File: config.mk
export PLATFORM = sky130hd
export DESIGN_NAME = utf8_validate_delete_mask
export DESIGN_NICKNAME = d
export VERILOG_FILES = /design/src/sv/uvdm_pkg.sv /design/src/sv/uvdm_classify.sv /design/src/sv/utf8_validate_delete_mask.sv
export SDC_FILE = /design/constraint.sdc
export NUM_CORES = 1
export LEC_CHECK = 0
export BUFFER_PORTS_ARGS = -buffer_cell sky130_fd_sc_hd__buf_2
export CAP_MARGIN = 5
export CORE_MARGIN = 2
export CORE_UTILIZATION = 30
export DETAILED_ROUTE_END_ITERATION = 10
export HOLD_SLACK_MARGIN = 0.12
export PLACE_DENSITY = 0.47
export SLEW_MARGIN = 30
export SYNTH_ARGS = -nofsm -noshare
export SYNTH_HDL_FRONTEND = slang
export SYNTH_SLANG_ARGS = --single-unit
File: constraint.sdc
create_clock -name i_clk -period 2.1 [get_ports i_clk]
set_input_delay 0.42 -clock i_clk [delete_from_list [all_inputs] [get_ports i_clk]]
set_output_delay 0.42 -clock i_clk [all_outputs]
set_load 0.03 [all_outputs]
File: src/sv/uvdm_pkg.sv
// Package for the UTF-8 validator with delete mask.
// Holds the byte range constants and the per-byte result type.
// No dependencies.
`timescale 1ns / 1ps

package uvdm_pkg;

    localparam int unsigned BYTE_W = 8;
    localparam int unsigned HIST_W = 6;

    localparam logic [BYTE_W-1:0] LEAD_ANY_LO = 8'hC0;
    localparam logic [BYTE_W-1:0] LEAD2_LO    = 8'hC2;
    localparam logic [BYTE_W-1:0] LEAD2_HI    = 8'hDF;
    localparam logic [BYTE_W-1:0] LEAD3_LO    = 8'hE0;
    localparam logic [BYTE_W-1:0] LEAD3_HI    = 8'hEF;
    localparam logic [BYTE_W-1:0] LEAD4_LO    = 8'hF0;
    localparam logic [BYTE_W-1:0] LEAD4_HI    = 8'hF4;
    localparam logic [BYTE_W-1:0] CONT_LO     = 8'h80;
    localparam logic [BYTE_W-1:0] CONT_HI     = 8'hBF;
    localparam logic [BYTE_W-1:0] CONT_MID_LO = 8'h90;
    localparam logic [BYTE_W-1:0] CONT_LOW_HI = 8'h8F;
    localparam logic [BYTE_W-1:0] CONT_MID_HI = 8'h9F;
    localparam logic [BYTE_W-1:0] CONT_TOP_LO = 8'hA0;
    localparam logic [BYTE_W-1:0] SURR_LEAD   = 8'hED;

    // History bit positions
    localparam int unsigned H_L2_1 = 0;
    localparam int unsigned H_L3_1 = 1;
    localparam int unsigned H_L3_2 = 2;
    localparam int unsigned H_L4_1 = 3;
    localparam int unsigned H_L4_2 = 4;
    localparam int unsigned H_L4_3 = 5;

    typedef logic [BYTE_W-1:0] t_byte;
    typedef logic [HIST_W-1:0] t_hist;

    typedef struct packed {
        logic invalid_flag;
        logic delete_flag;
    } t_result;

endpackage

File: src/sv/uvdm_classify.sv
// Per-byte classifier: delete and error decision plus the next lead history.
// Purely combinational; the caller owns the state registers.
// Depends on uvdm_pkg.
`timescale 1ns / 1ps

module uvdm_classify (
    input  uvdm_pkg::t_byte   i_byte,
    input  uvdm_pkg::t_byte   i_prev,
    input  uvdm_pkg::t_hist   i_hist,
    output uvdm_pkg::t_result o_result,
    output uvdm_pkg::t_hist   o_hist
);
    import uvdm_pkg::*;

    logic lead_any, lead2, lead3, lead4, cont;
    logic expect_cont, bad_lead, bad_second;

    always_comb begin
        lead_any = (i_byte >= LEAD_ANY_LO);
        lead2    = (i_byte >= LEAD2_LO) && (i_byte <= LEAD2_HI);
        lead3    = (i_byte >= LEAD3_LO) && (i_byte <= LEAD3_HI);
        lead4    = (i_byte >= LEAD4_LO) && (i_byte <= LEAD4_HI);
        cont     = (i_byte >= CONT_LO) && (i_byte <= CONT_HI);

        expect_cont = |i_hist;
        bad_lead    = lead_any && !(lead2 || lead3 || lead4);

        // Overlong, surrogate and out-of-range (above U+10FFFF) forms show up only in the second byte.
        bad_second =
            ((i_prev == LEAD3_LO)  && (i_byte >= CONT_LO) && (i_byte <= CONT_MID_HI)) ||
            ((i_prev == SURR_LEAD) && (i_byte >= CONT_TOP_LO) && (i_byte <= CONT_HI)) ||
            ((i_prev == LEAD4_LO)  && (i_byte >= CONT_LO) && (i_byte <= CONT_LOW_HI)) ||
            ((i_prev == LEAD4_HI)  && (i_byte >= CONT_MID_LO) && (i_byte <= CONT_HI));

        o_result.delete_flag  = lead_any || i_hist[H_L3_1] || i_hist[H_L4_1]
                                || i_hist[H_L4_2];
        o_result.invalid_flag = bad_lead || (expect_cont != cont) || bad_second;

        o_hist          = '0;
        o_hist[H_L2_1]  = lead2;
        o_hist[H_L3_1]  = lead3;
        o_hist[H_L3_2]  = i_hist[H_L3_1];
        o_hist[H_L4_1]  = lead4;
        o_hist[H_L4_2]  = i_hist[H_L4_1];
        o_hist[H_L4_3]  = i_hist[H_L4_2];
    end

endmodule

File: src/sv/utf8_validate_delete_mask.sv
// UTF-8 validator producing a delete mask and an error mask, one word per byte.
// Top level: input register, classifier, result register. Depends on uvdm_pkg
// and uvdm_classify.
`timescale 1ns / 1ps

// Each input word carries one byte of a UTF-8 stream; each output word carries
// that byte's delete bit (tdata[0]) and error bit (tdata[1]), in order, one
// for one. The block takes a byte every cycle while the output is not held
// off. A byte is latched in the input register when it is accepted. It is
// then classified against the previous byte and a six-bit lead history, and
// its result is written to the output register once that register is free or
// draining; the output word is offered from there. Throughput is one word per
// cycle with no bubbles while the output is not held off. When the output is
// held off, the two registers fill and the input ready drops until the output
// word is taken. A sequence cut short when the stream stops is not flagged.
module utf8_validate_delete_mask (
    input  logic       i_clk,
    input  logic       i_rst_n,
    input  logic       i_s_tvalid,
    output logic       o_s_tready,
    input  logic [7:0] i_s_tdata,   // [7:0] data_byte
    output logic       o_m_tvalid,
    input  logic       i_m_tready,
    output logic [7:0] o_m_tdata    // [0] delete_flag, [1] invalid_flag, [7:2] zero
);
    import uvdm_pkg::*;

    logic    r_in_valid, n_in_valid;
    t_byte   r_in_data;
    logic    r_out_valid, n_out_valid;
    t_result r_out;
    t_byte   r_prev;
    t_hist   r_hist;

    t_result w_result;
    t_hist   w_hist;
    logic    w_adv;
    logic    w_acc;

    uvdm_classify u_classify (
        .i_byte   (r_in_data),
        .i_prev   (r_prev),
        .i_hist   (r_hist),
        .o_result (w_result),
        .o_hist   (w_hist)
    );

    // The input stage moves on whenever the result register is free or draining.
    assign w_adv      = r_in_valid && (!r_out_valid || i_m_tready);
    assign o_s_tready = !r_in_valid || w_adv;
    assign w_acc      = i_s_tvalid && o_s_tready;

    always_comb begin
        n_in_valid  = w_acc ? 1'b1 : (w_adv ? 1'b0 : r_in_valid);
        n_out_valid = w_adv ? 1'b1 : ((r_out_valid && i_m_tready) ? 1'b0 : r_out_valid);
    end

    always_ff @(posedge i_clk) begin
        if (!i_rst_n) begin
            r_in_valid  <= 1'b0;
            r_out_valid <= 1'b0;
            r_prev      <= '0;
            r_hist      <= '0;
        end else begin
            r_in_valid  <= n_in_valid;
            r_out_valid <= n_out_valid;
            if (w_adv) begin
                r_prev <= r_in_data;
                r_hist <= w_hist;
            end
        end
    end

    always_ff @(posedge i_clk) begin
        if (w_acc) begin
            r_in_data <= i_s_tdata;
        end
        if (w_adv) begin
            r_out <= w_result;
        end
    end

    assign o_m_tvalid = r_out_valid;
    assign o_m_tdata  = {6'b0, r_out.invalid_flag, r_out.delete_flag};

    // Lead bytes of different lengths exclude each other in the newest history slot.
    a_hist_onehot: assert property (@(posedge i_clk) disable iff (!i_rst_n)
        $onehot0({r_hist[H_L2_1], r_hist[H_L3_1], r_hist[H_L4_1]}))
        else $error("lead history holds two lead kinds at once");

    // Any byte from C0 up must come out marked for deletion.
    a_lead_deleted: assert property (@(posedge i_clk) disable iff (!i_rst_n)
        (w_adv && (r_in_data >= LEAD_ANY_LO)) |=> r_out.delete_flag)
        else $error("lead byte not marked for deletion");

    // A four-byte lead two steps back must age into the three-steps-back slot.
    a_hist_shift: assert property (@(posedge i_clk) disable iff (!i_rst_n)
        (w_adv && r_hist[H_L4_2]) |=> r_hist[H_L4_3])
        else $error("lead history failed to shift");

    // A held byte in the input register is not overwritten.
    a_in_hold: assert property (@(posedge i_clk) disable iff (!i_rst_n)
        (r_in_valid && !w_adv) |=> (r_in_valid && $stable(r_in_data)))
        else $error("stalled input byte lost");

endmodule
==> results.txt, run 1 <==
* Reg-to-reg critical path startpoint: r_hist[1]$_SDFFE_PN0P_
- Routed len/inst: 11.3 um
* Mapped Avg Cell Area: 10.3 um^2
* Class of the worst hold path: input pin to flip-flop
- In this run the number of H-tree levels came out at 1.
* Boundary Pins: 22
* Area after detailed placement: 1210 um^2
- Largest family of logic cells by synthesized area: simple AND/OR/NAND/NOR gates
- CTS clk-pin slew, worst paths: 0.08 ns
- Based on the critical path, the design can be clocked at up to 679 MHz.
* Number of buffers and inverters on the critical path: 1
- Total clock buffers created by CTS: 3
- CTS root buffer: sky130_fd_sc_hd__clkbuf_8
- Hold_sp: i_s_tdata[4]
* Clock latency of the later-clocked register in the worst-skew pair: 0.27 ns
- Final hold analysis gives a worst-case slack of 0.322 ns.
- Of the available clock period, the critical path in the final layout requires 0.701.
- Reported leakage power: 0.000469 uW
* Layout cells sized above 1: 0.179
- Max-cap violations in this run came to 0.
* Drc violations: 0
- Number of antenna violations at the first check in global routing: 0
* Count of port buffers added during placement: 15
- The worst-case IR drop observed on VDD is 0.400 mV.
- Routability-driven placement finished with a final weighted congestion of 0.729.
- Count leader, synth: sky130_fd_sc_hd__nand2_1
- In this run the remaining antenna-violating nets after routing total 0.
* Flip-flop and latch count after synthesis: 26
* Post-Syn Area: 1120 um^2
- Final HPWL DP: 1400 um
- From synthesis to final layout, the design area changed by 11.5%.
* First-pass detailed-route iteration total: 4
* Largest fanout on the critical path: 5
* Number of sinks on the clock net: 26
- In the final layout, the multi-input gates occupy 448 um^2.
- The clock period could shrink to 1.47 ns.
- Arrival time of the worst setup path: 1.05 ns
- Dominant delay contributor by cell family on the critical path: flip-flops
- Counting distinct cell types in the post-synthesis netlist gives 33.
- Total area of sequential cells: 621 um^2
- Number of diodes: 0
- Walking the worst path, the cells encountered are nor2b_4, nand2_1, buf_2.
- Counting flops with an async set or reset pin after synthesis yields a share of 0.
- Via Count: 763
- Status: complete, no violations
- Most numerous cell types in the synthesized netlist: sky130_fd_sc_hd__nand2_1, sky130_fd_sc_hd__dfxtp_1, sky130_fd_sc_hd__a21boi_1, sky130_fd_sc_hd__edfxtp_1, sky130_fd_sc_hd__buf_4
- Summing all non-filler instances in the final layout gives an area of 1250 um^2.
- Post-synthesis share of cell area spent on full adders, half adders and majority gates: 0
- Of the post-synthesis cell area, the part taken by muxes is 0.00891.
- Global routing finished with a remaining overflow of 0.
- GRT Overall Usage: 0.101
- Simple-gate share of the synthesized area: 0.216
- The share of synthesized area in the top cell type comes to 0.285.
* Crit Path Category: flip-flop to primary output
* Total routed wirelength: 1930 um
* Power density over cell area: 743 nW/um^2
- The die is 65.2 um wide.
- Clock tree from TritonCTS: built
* Pins over their slew limit: 0
- Area of the core region: 3630 um^2
- Fin nets: 136
* Die footprint: 4250 um^2
- Post-synthesis cell count: 109
* Row Count: 22
- Vias/cell: 4.46
- XOR/XNOR Fraction of Synth Area: 0
- Origin of the worst setup path: o_m_tvalid$_SDFFE_PN0P_
- The final hold violation count was 0.
- Number of flops mapped to enable cells by yosys: 10
- Clock tree buffer depth: 2
* Biggest area consumer among synthesized cells: sky130_fd_sc_hd__dfxtp_1
* Setup repair after global routing missed its margin: false
- In this design, the stage delay of the slowest critical-path cell is 0.34 ns.
- Maximum number of pins on one net before global-route repair: 17
* Biggest area contributors in the synthesized netlist: sky130_fd_sc_hd__dfxtp_1, sky130_fd_sc_hd__edfxtp_1, sky130_fd_sc_hd__nand2_1
- In this run, post-CTS hold repair placed 0 buffers.
- After routing, the total negative slack on setup checks comes to 0 ns.
* Count of final setup violators: 0
* Part of the Yosys area used for sequential elements: 0.552
* Most used flip-flop cell after synthesis: sky130_fd_sc_hd__dfxtp_1
- Number of global-route vias before repair: 716
- Violation count after the first detailed-routing iteration: 16
- For this configuration, the core starts out at a cell density of 0.309.
- The fraction of the mapped netlist area in compound gates is 0.154.
- Filler cells: 385
* Startpoint types: flip-flop
- Highest-delay cell along the critical path: sky130_fd_sc_hd__dfxtp_1
- STA classifies the critical path endpoint as a primary output.
- Post-CTS repair changed the size of 0 cells.
* Data required time of the worst path: 1.68 ns
- Post-CTS setup repair buffer count: 0
- Wire length of the first global-routing pass: 3230 um
- Across the routed clock network, the largest skew measured is 0.00248 ns.
- The floorplan step set the die height to 65.2 um.
- Yosys warning count: 0
## metal layers
layer	vias up	part of all wire	GRT usage
met1	340	0.49	0.126
met3	4	0.053	0.0257
met5	-	0	0
met2	25	0.43	0.161
met4	0	0.021	0.0547
li1	394	-	-
## power by group
part / switching (uW) / total (uW) / internal (uW)
Combinational: 54.6 / 86.1 / 31.5
Clock: 148 / 279 / 131
Sequential: 18.6 / 565 / 547
## per-stage QoR
stage                     worst slack [ns]   util  total power, uW  instances
after detailed placement             0.575  0.332              664        167
after global routing                 0.487  0.345              970        171
final                                0.628  0.345              931        171
after global placement               0.604  0.332              662        167
after floorplan                      0.572      -              647        114
after CTS                            0.617  0.345              939        171
## placed cells by master, fill, tap and decap left out, types with 2 or more instances in the layout
| cell type | synthesis | layout |
|---|---|---|
| sky130_fd_sc_hd__a21boi_0 | 3 | 3 |
| sky130_fd_sc_hd__a21boi_1 | 10 | 10 |
| sky130_fd_sc_hd__and2_1 | 2 | 2 |
| sky130_fd_sc_hd__buf_2 | 2 | 15 |
| sky130_fd_sc_hd__clkbuf_8 | 0 | 3 |
| sky130_fd_sc_hd__conb_1 | 1 | 6 |
| sky130_fd_sc_hd__dfxtp_1 | 16 | 16 |
| sky130_fd_sc_hd__edfxtp_1 | 10 | 10 |
| sky130_fd_sc_hd__nand2_1 | 29 | 29 |
| sky130_fd_sc_hd__nand2b_1 | 2 | 2 |
| sky130_fd_sc_hd__nor2_1 | 4 | 4 |
| sky130_fd_sc_hd__nor3_1 | 2 | 2 |
| sky130_fd_sc_hd__o21a_1 | 2 | 2 |
## worst paths after layout
path,to,slack (ns),cells past startpoint
worst min register to register,r_prev[5]$_SDFFE_PN0P_,0.46,2
worst min-delay path,r_in_data[4]$_DFFE_PP_,0.32,1
worst max register to register,o_m_tdata[1]$_DFFE_PP_,0.63,4
worst max-delay path,o_s_tready,0.63,3
## worst register-to-register path: stages, from the launching register on
cell and delay [ns]:
sky130_fd_sc_hd__dfxtp_1 0.33, sky130_fd_sc_hd__nor3_1 0.25, sky130_fd_sc_hd__nor4b_2 0.33, sky130_fd_sc_hd__mux2i_1 0.23, sky130_fd_sc_hd__o21ai_1 0.08
## cell families after synthesis
| kind of cell | after synthesis |
|---|---|
| simple gates | 47 |
| flops | 26 |
| compound gates | 23 |
| buf+inv | 11 |
| mux | 1 |
| other cells | 1 |
## cell type report
class	count	area share
repair buffers	15	0.0599
well taps	48	0.0480
clock inverters	1	0.00300
multi-input cells	77	0.358
flip-flops and latches	26	0.496
inverters	1	0.00300
clock buffers	3	0.0330
## flip-flops by register name, indices dropped and copies added, names as in the netlist
signal,cells
o_m_tvalid,1
o_m_tdata,2
r_prev,8
r_in_data,8
r_in_valid,1
r_hist,6
(Power assumes the default switching activity.)
==> run 2: changes to the inputs <==
clock period = 1.4 ns   (was 2.1 ns; I/O delays follow)
==> results.txt, run 2 (synthesis gave the netlist of run 1 again) <==
* Chip Width: 65.2 um (unchanged)
- Largest stage delay, worst path: 0.52 ns (+0.18 ns)
- CTS clk-pin slew, worst paths: 0.09 ns (about the same)
- Area of the core region: 3630 um^2 (unchanged)
* Maximum number of pins on one net before global-route repair: 17 (unchanged)
- The worst setup path is captured at a flip-flop.
* Number of sinks on the clock net: 26 (unchanged)
* CTS root buffer: sky130_fd_sc_hd__clkbuf_8
* Clock Skews: 0.00727 ns (+0.00479 ns)
- The number of buffers inserted during clock tree synthesis was 3 (unchanged).
- Pins over their slew limit: 0 (unchanged)
- Max-cap check violation count: 0 (unchanged)
- The global-route usage over all layers came to 0.106 (+0.00411).
* Vias/cell: 4.46 (about the same)
* Crit Path Category: flip-flop to flip-flop
* Number of antenna violations at the first check in global routing: 0 (unchanged)
* Dominant delay contributor by cell family on the critical path: compound AO/OA/AOI/OAI gates
- Reported leakage power: 0.000529 uW (+13%)
- The count of antenna diodes in the layout is 0 (unchanged).
- First-pass detailed-route iteration total: 4 (unchanged)
- Clock tree buffer depth: 2 (unchanged)
* Largest fanout on the critical path: 8 (+3)
- CTS hold repair buffers: 0 (unchanged)
* Startpoint types: flip-flop
- Violation count after the first detailed-routing iteration: 19 (+3)
* Number of global-route vias before repair: 747 (+4.3%)
- The number of port buffers came to 15 (unchanged).
- Share of power burned in the clock network: 0.383 (+0.083)
* Clock tree from TritonCTS: built
* Count of final setup violators: 0 (unchanged)
- The post-detailed-placement cell area was 1260 um^2 (+4.0%).
* Setup repair after global routing missed its margin: true
- The library cells used most frequently in the layout, excluding fill and tap cells, are sky130_fd_sc_hd__nand2_1, sky130_fd_sc_hd__dfxtp_1, sky130_fd_sc_hd__buf_2, sky130_fd_sc_hd__a21boi_1, sky130_fd_sc_hd__edfxtp_1.
* Filler cells: 375 (-2.6%)
* Die footprint: 4250 um^2 (unchanged)
* Row Count: 22 (unchanged)
* Arrival time of the worst setup path: 1.36 ns (+0.31 ns)
* Fin crit share: 0.949
- Final HPWL DP: 1510 um (+7.5%)
- The highest ir drop seen on vdd came to 0.410 mV (+2.5%).
* Cell internal pwr: 1260 uW (+78%)
* Die height: 65.2 um (unchanged)
- The fraction of power consumed by sequential logic is 0.526 (-0.081).
- Area used by multi-input combinational logic: 470 um^2 (+5.0%)
- The total negative setup slack is 0 ns (unchanged).
* Number of gates resized after CTS: 0 (unchanged)
* Minimum setup slack after placement: 0.00369 ns (-0.571 ns)
* Worst path setup slack after routing: 0.0717 ns (-0.556 ns)
- The effective utilization at floorplan is 0.309 (unchanged).
- The maximum level of the CTS H-tree was 1 (unchanged).
- The post-route DRC violation count was 0 (unchanged).
- Fin nets: 142 (+4.4%)
- Largest registers: r_in_data: 8 flops, r_prev: 8 flops, r_hist: 6 flops
- The count of antenna-violating nets left after detailed routing was 0 (unchanged).
- The sum of routed wire length over all layers was 2020 um (+4.6%).
- Boundary Pins: 22 (unchanged)
- Clock latency of the later-clocked register in the worst-skew pair: 0.27 ns (about the same)
- The path class of the tightest hold or removal check is input pin to flip-flop.
* Post-Layout Inst Area: 1360 um^2 (+8.3%)
* Via Count: 790 (+3.5%)
- The placer congestion estimate is 0.754 (+3.5%).
- Power density over cell area: 1180 nW/um^2 (+59%)
* Number of buffers and inverters on the critical path: 0 (-1)
* Total area of sequential cells: 624 um^2 (+0.60%)
- Fraction of power spent switching nets: 0.214 (-0.0239)
- Layout cells sized above 1: 0.256 (+0.0770)
- Final hold viol count: 0 (unchanged)
* Top achievable clock speed: 753 MHz
- The global route total overflow came to 0 (unchanged).
- Wire length of the first global-routing pass: 3480 um (+7.9%)
* Routed len/inst: 11.4 um (+1.1%)
- Relative to the synthesized area, the layout overhead comes to 20.7%.
- Critical-path cell list: o211ai_1, a211oi_1, o21ai_0, o21ai_1
- The data required time of the critical path is 1.43 ns (-0.25 ns).
- Post-CTS setup repair buffer count: 0 (unchanged)
* Power dissipated by switching net loads: 343 uW (+55%)
- Leaving out fill and tap cells, the most frequent cell in the layout is sky130_fd_sc_hd__nand2_1.
- Status: complete, no violations
* Portion of total power attributed to combinational logic: 0.091 (-0.002)
- For this design, the slowest cell found on the critical path is sky130_fd_sc_hd__edfxtp_1.
- Subtracting the final worst setup slack from the clock period gives 1.33 ns.
[run 2: cell count changes in the layout (fill, tap and decap cells not counted), sizes merged]
cell    delta
clkinv     -1
bufinv     +1
buf        +6
[run 2: final timing paths]
kind,depth (start not counted),endpoint,startpoint,slack (ns)
hold / removal,1,r_in_data[7]$_DFFE_PP_,i_s_tdata[7],0.18
setup reg to reg,4,o_m_tdata[1]$_DFFE_PP_,r_in_data[5]$_DFFE_PP_,0.07
setup / recovery,4,o_m_tdata[1]$_DFFE_PP_,r_in_data[5]$_DFFE_PP_,0.07
hold reg to reg,2,r_prev[6]$_SDFFE_PN0P_,r_prev[6]$_SDFFE_PN0P_,0.46
[run 2: power groups by stage]
stage | combinational [uW] | sequential (uW) | clock (uW)
2_1_floorplan | 104 | 866 | 0
3_3_place_gp | 143 | 861 | 0
3_5_place_dp | 145 | 862 | 0
4_1_cts | 145 | 844 | 628
5_1_grt | 163 | 849 | 659
6_report | 146 | 844 | 614
[run 2: layout make-up]
| cell class | instances | share of cell area |
|---|---|---|
| Clock buffer | 3 | 0.0304 |
| Multi-Input combinational cell | 77 | 0.347 |
| Tap cell | 48 | 0.0443 |
| Sequential cell | 26 | 0.460 |
| Clock inverter | 1 | 0.0221 |
| Inverter | 1 | 0.00277 |
| Timing Repair Buffer | 21 | 0.0932 |
[run 2: per-stage QoR]
| step | hold WS (ns) | total power (uW) | std cells | util |
|---|---|---|---|---|
| global route | 0.169 | 1670 | 177 | 0.373 |
| global placement | 0.447 | 1000 | 173 | 0.346 |
| finish | 0.177 | 1600 | 177 | 0.373 |
| CTS | 0.173 | 1620 | 177 | 0.365 |
| detailed placement | 0.452 | 1010 | 173 | 0.346 |
| floorplan | 0.379 | 970 | 114 | - |
[run 2: per-layer routing]
metal  vias up  wire length, um  part of all wire  GRT usage
met5         -                0                 0          0
met4         0               27             0.013     0.0313
met3         4               96             0.048     0.0240
met2        19              941              0.47      0.181
met1       361              953              0.47      0.132
li1        406                -                 -          -
==> run 3: changes to the inputs <==
CORE_UTILIZATION = 50   (was 30)
PLACE_DENSITY = 0.71   (was 0.47)
==> results.txt, run 3 (synthesis gave the netlist of run 1 again) <==
- Status: complete, no violations
- Clock latency of the later-clocked register in the worst-skew pair: 0.32 ns (+0.05 ns)
- The share of the clock period used by the worst path is 0.989 (+0.0398).
* Post-Layout Inst Area: 1360 um^2 (+0.28%)
- The number of buffers inserted during clock tree synthesis came to 3 (unchanged).
- Max-cap check violation count: 0 (unchanged)
- Drc violations: 0 (unchanged)
* Total routed wirelength: 1820 um (-10%)
- IR Drop Worst-Case VDD: 0.886 mV (+120%)
- The data arrival time of the worst path came to 1.10 ns (-0.26 ns).
- Clock tree from TritonCTS: built
- The number of failing setup endpoints in the final timing report was 0 (unchanged).
- The share of layout cells above drive strength 1 is 0.235 (-0.0210).
- Area after detailed placement: 1220 um^2 (-2.8%)
* Top achievable clock speed: 723 MHz (-4.0%)
* Post-CTS setup repair buffer count: 0 (unchanged)
- The worst hold margin was 0.125 ns (-0.0519 ns).
* Die height: 51.4 um (-21%)
- Count of port buffers added during placement: 15 (unchanged)
- The part of the total power dissipated in combinational logic is 0.107 (+0.016).
* Antenna viol nets, final: 0 (unchanged)
- Wire length of the first global-routing pass: 3120 um (-11%)
- Violation count after the first detailed-routing iteration: 10 (-9)
* Final Util: 0.627 (+0.254)
- In the layout the commonest cells are sky130_fd_sc_hd__nand2_1, sky130_fd_sc_hd__buf_2, sky130_fd_sc_hd__dfxtp_1, sky130_fd_sc_hd__a21boi_1, sky130_fd_sc_hd__edfxtp_1.
* Class of the worst hold path: input pin to flip-flop
* Power density over cell area: 1060 nW/um^2 (-11%)
* Share of total power in sequential cells: 0.588 (+0.062)
- First-pass detailed-route iteration total: 4 (unchanged)
* Slack of the worst reg-to-reg path: 0.04 ns (-0.03 ns)
- The number of fill cells was 177 (-53%).
* Row Count: 17 (-23%)
- The largest registers in the layout are r_in_data: 8 flops, r_prev: 8 flops, r_hist: 6 flops.
- The effective utilization at floorplan was 0.518 (+0.209).
- The via-per-instance ratio is 5.07 (+14%).
* Cell internal pwr: 1110 uW (-12%)
- Setup repair after global routing missed its margin: true
* Share of power burned in the clock network: 0.305 (-0.078)
* Most common cell after layout, fill and taps aside: sky130_fd_sc_hd__nand2_1
* Startpoint types: flip-flop
* Chip Width: 51.4 um (-21%)
- Area Overhead vs Synth: 21.0%
- The count of antenna diodes in the layout was 0 (unchanged).
- The maximum level of the CTS H-tree was 1 (unchanged).
* CTS clk-pin slew, worst paths: 0.14 ns (+0.05 ns)
- Pins over their slew limit: 0 (unchanged)
- The minimum period implied by the final worst setup slack was 1.38 ns (+0.0557 ns).
- The count of pins on the block boundary is 22 (unchanged).
* Final HPWL DP: 1230 um (-18%)
- The pin count of the biggest net entering global routing was 17 (unchanged).
- The switching fraction of total power was 0.231 (+0.0169).
* Fin nets: 145 (+2.1%)
- Remaining Overflow, GRT: 0 (unchanged)
- The final hold violation count is 0 (unchanged).
- Endpoint class of the critical path: primary output
- Number of antenna violations at the first check in global routing: 0 (unchanged)
- Die footprint: 2640 um^2 (-38%)
- The static leakage is 0.000541 uW (+2.2%).
* RD Place Congestion: 0.744 (-1.4%)
- The data required time of the critical path is 1.12 ns (-0.31 ns).
- GRT Overall Usage: 0.160 (+0.0547)
* CTS root buffer: sky130_fd_sc_hd__clkbuf_4
- Routed len/inst: 11.4 um (-0.45%)
- The clock sink total is 26 (unchanged).
* Via Count: 811 (+2.7%)
- The critical path is of the flip-flop to primary output type.
- The net switching power was 332 uW (-3.2%).
* Number of global-route vias before repair: 792 (+6.0%)
- Area of the core region: 2170 um^2 (-40%)
* Clock tree buffer depth: 2 (unchanged)
* Largest fanout on the critical path: 5 (-3)
- The clock skew was 0.00689 ns (-0.000375 ns).
## run 3: cell types whose count changed in the layout (fill, tap and decap cells not counted), sizes merged
cell | before | now
bufinv | 1 | 0
buf | 21 | 18
clkbuf | 3 | 4
dlygate4sd3 | 0 | 6
## run 3: critical path, cell delays in order, from the launching register on
cell                      delay (ns)
sky130_fd_sc_hd__dfxtp_4        0.37
sky130_fd_sc_hd__nor2b_4        0.19
sky130_fd_sc_hd__nand2_2        0.08
sky130_fd_sc_hd__buf_6          0.15
## run 3: routing by layer
metal / GRT usage / vias up / part of all wire
li1: - / 413 / -
met1: 0.166 / 367 / 0.41
met2: 0.306 / 27 / 0.52
met3: 0.0263 / 4 / 0.051
met4: 0.0789 / 0 / 0.017
met5: 0 / - / 0
## run 3: path summary, 6_finish.rpt
path,cells after the start,from,end
max,3,o_m_tvalid$_SDFFE_PN0P_,o_s_tready
min,1,i_s_tdata[3],r_in_data[3]$_DFFE_PP_
max reg2reg,4,r_hist[3]$_SDFFE_PN0P_,o_m_tdata[1]$_DFFE_PP_
min reg2reg,2,r_prev[6]$_SDFFE_PN0P_,r_prev[6]$_SDFFE_PN0P_
## run 3: area by class of cell
type | count | area [um^2] | share of cell area
Sequential cell | 26 | 627 | 0.461
Multi-Input combinational cell | 77 | 470 | 0.346
Timing Repair Buffer | 24 | 176 | 0.130
Clock buffer | 4 | 47.5 | 0.0350
Tap cell | 28 | 35.0 | 0.0258
Inverter | 1 | 3.75 | 0.00276
## run 3: stage by stage
stage / setup TNS, ns / instances / total power (uW) / worst slack [ns]
after floorplan: 0 / 114 / 970 / 0.00290
after global placement: 0 / 150 / 998 / 0.0332
after detailed placement: -0.0747 / 150 / 1000 / -0.0747
after CTS: 0 / 156 / 1430 / 0.00611
after global routing: -0.147 / 160 / 1490 / -0.0666
final: 0 / 160 / 1440 / 0.0160
## run 3: power by group through the flow
| stage | Combinational (uW) | Sequential (uW) | Clock (uW) |
|---|---|---|---|
| floorplan | 104 | 866 | 0 |
| global placement | 138 | 861 | 0 |
| detailed placement | 139 | 862 | 0 |
| CTS | 146 | 845 | 442 |
| global route | 171 | 851 | 473 |
| finish | 155 | 846 | 439 |
## run 3: repair_timing
item,4_1_cts,5_1_grt
pin swaps,0,1
endpoints found under the setup margin,2,4
resized for setup,4,4
hold buffers,2,4
endpoints found under the hold margin,2,4
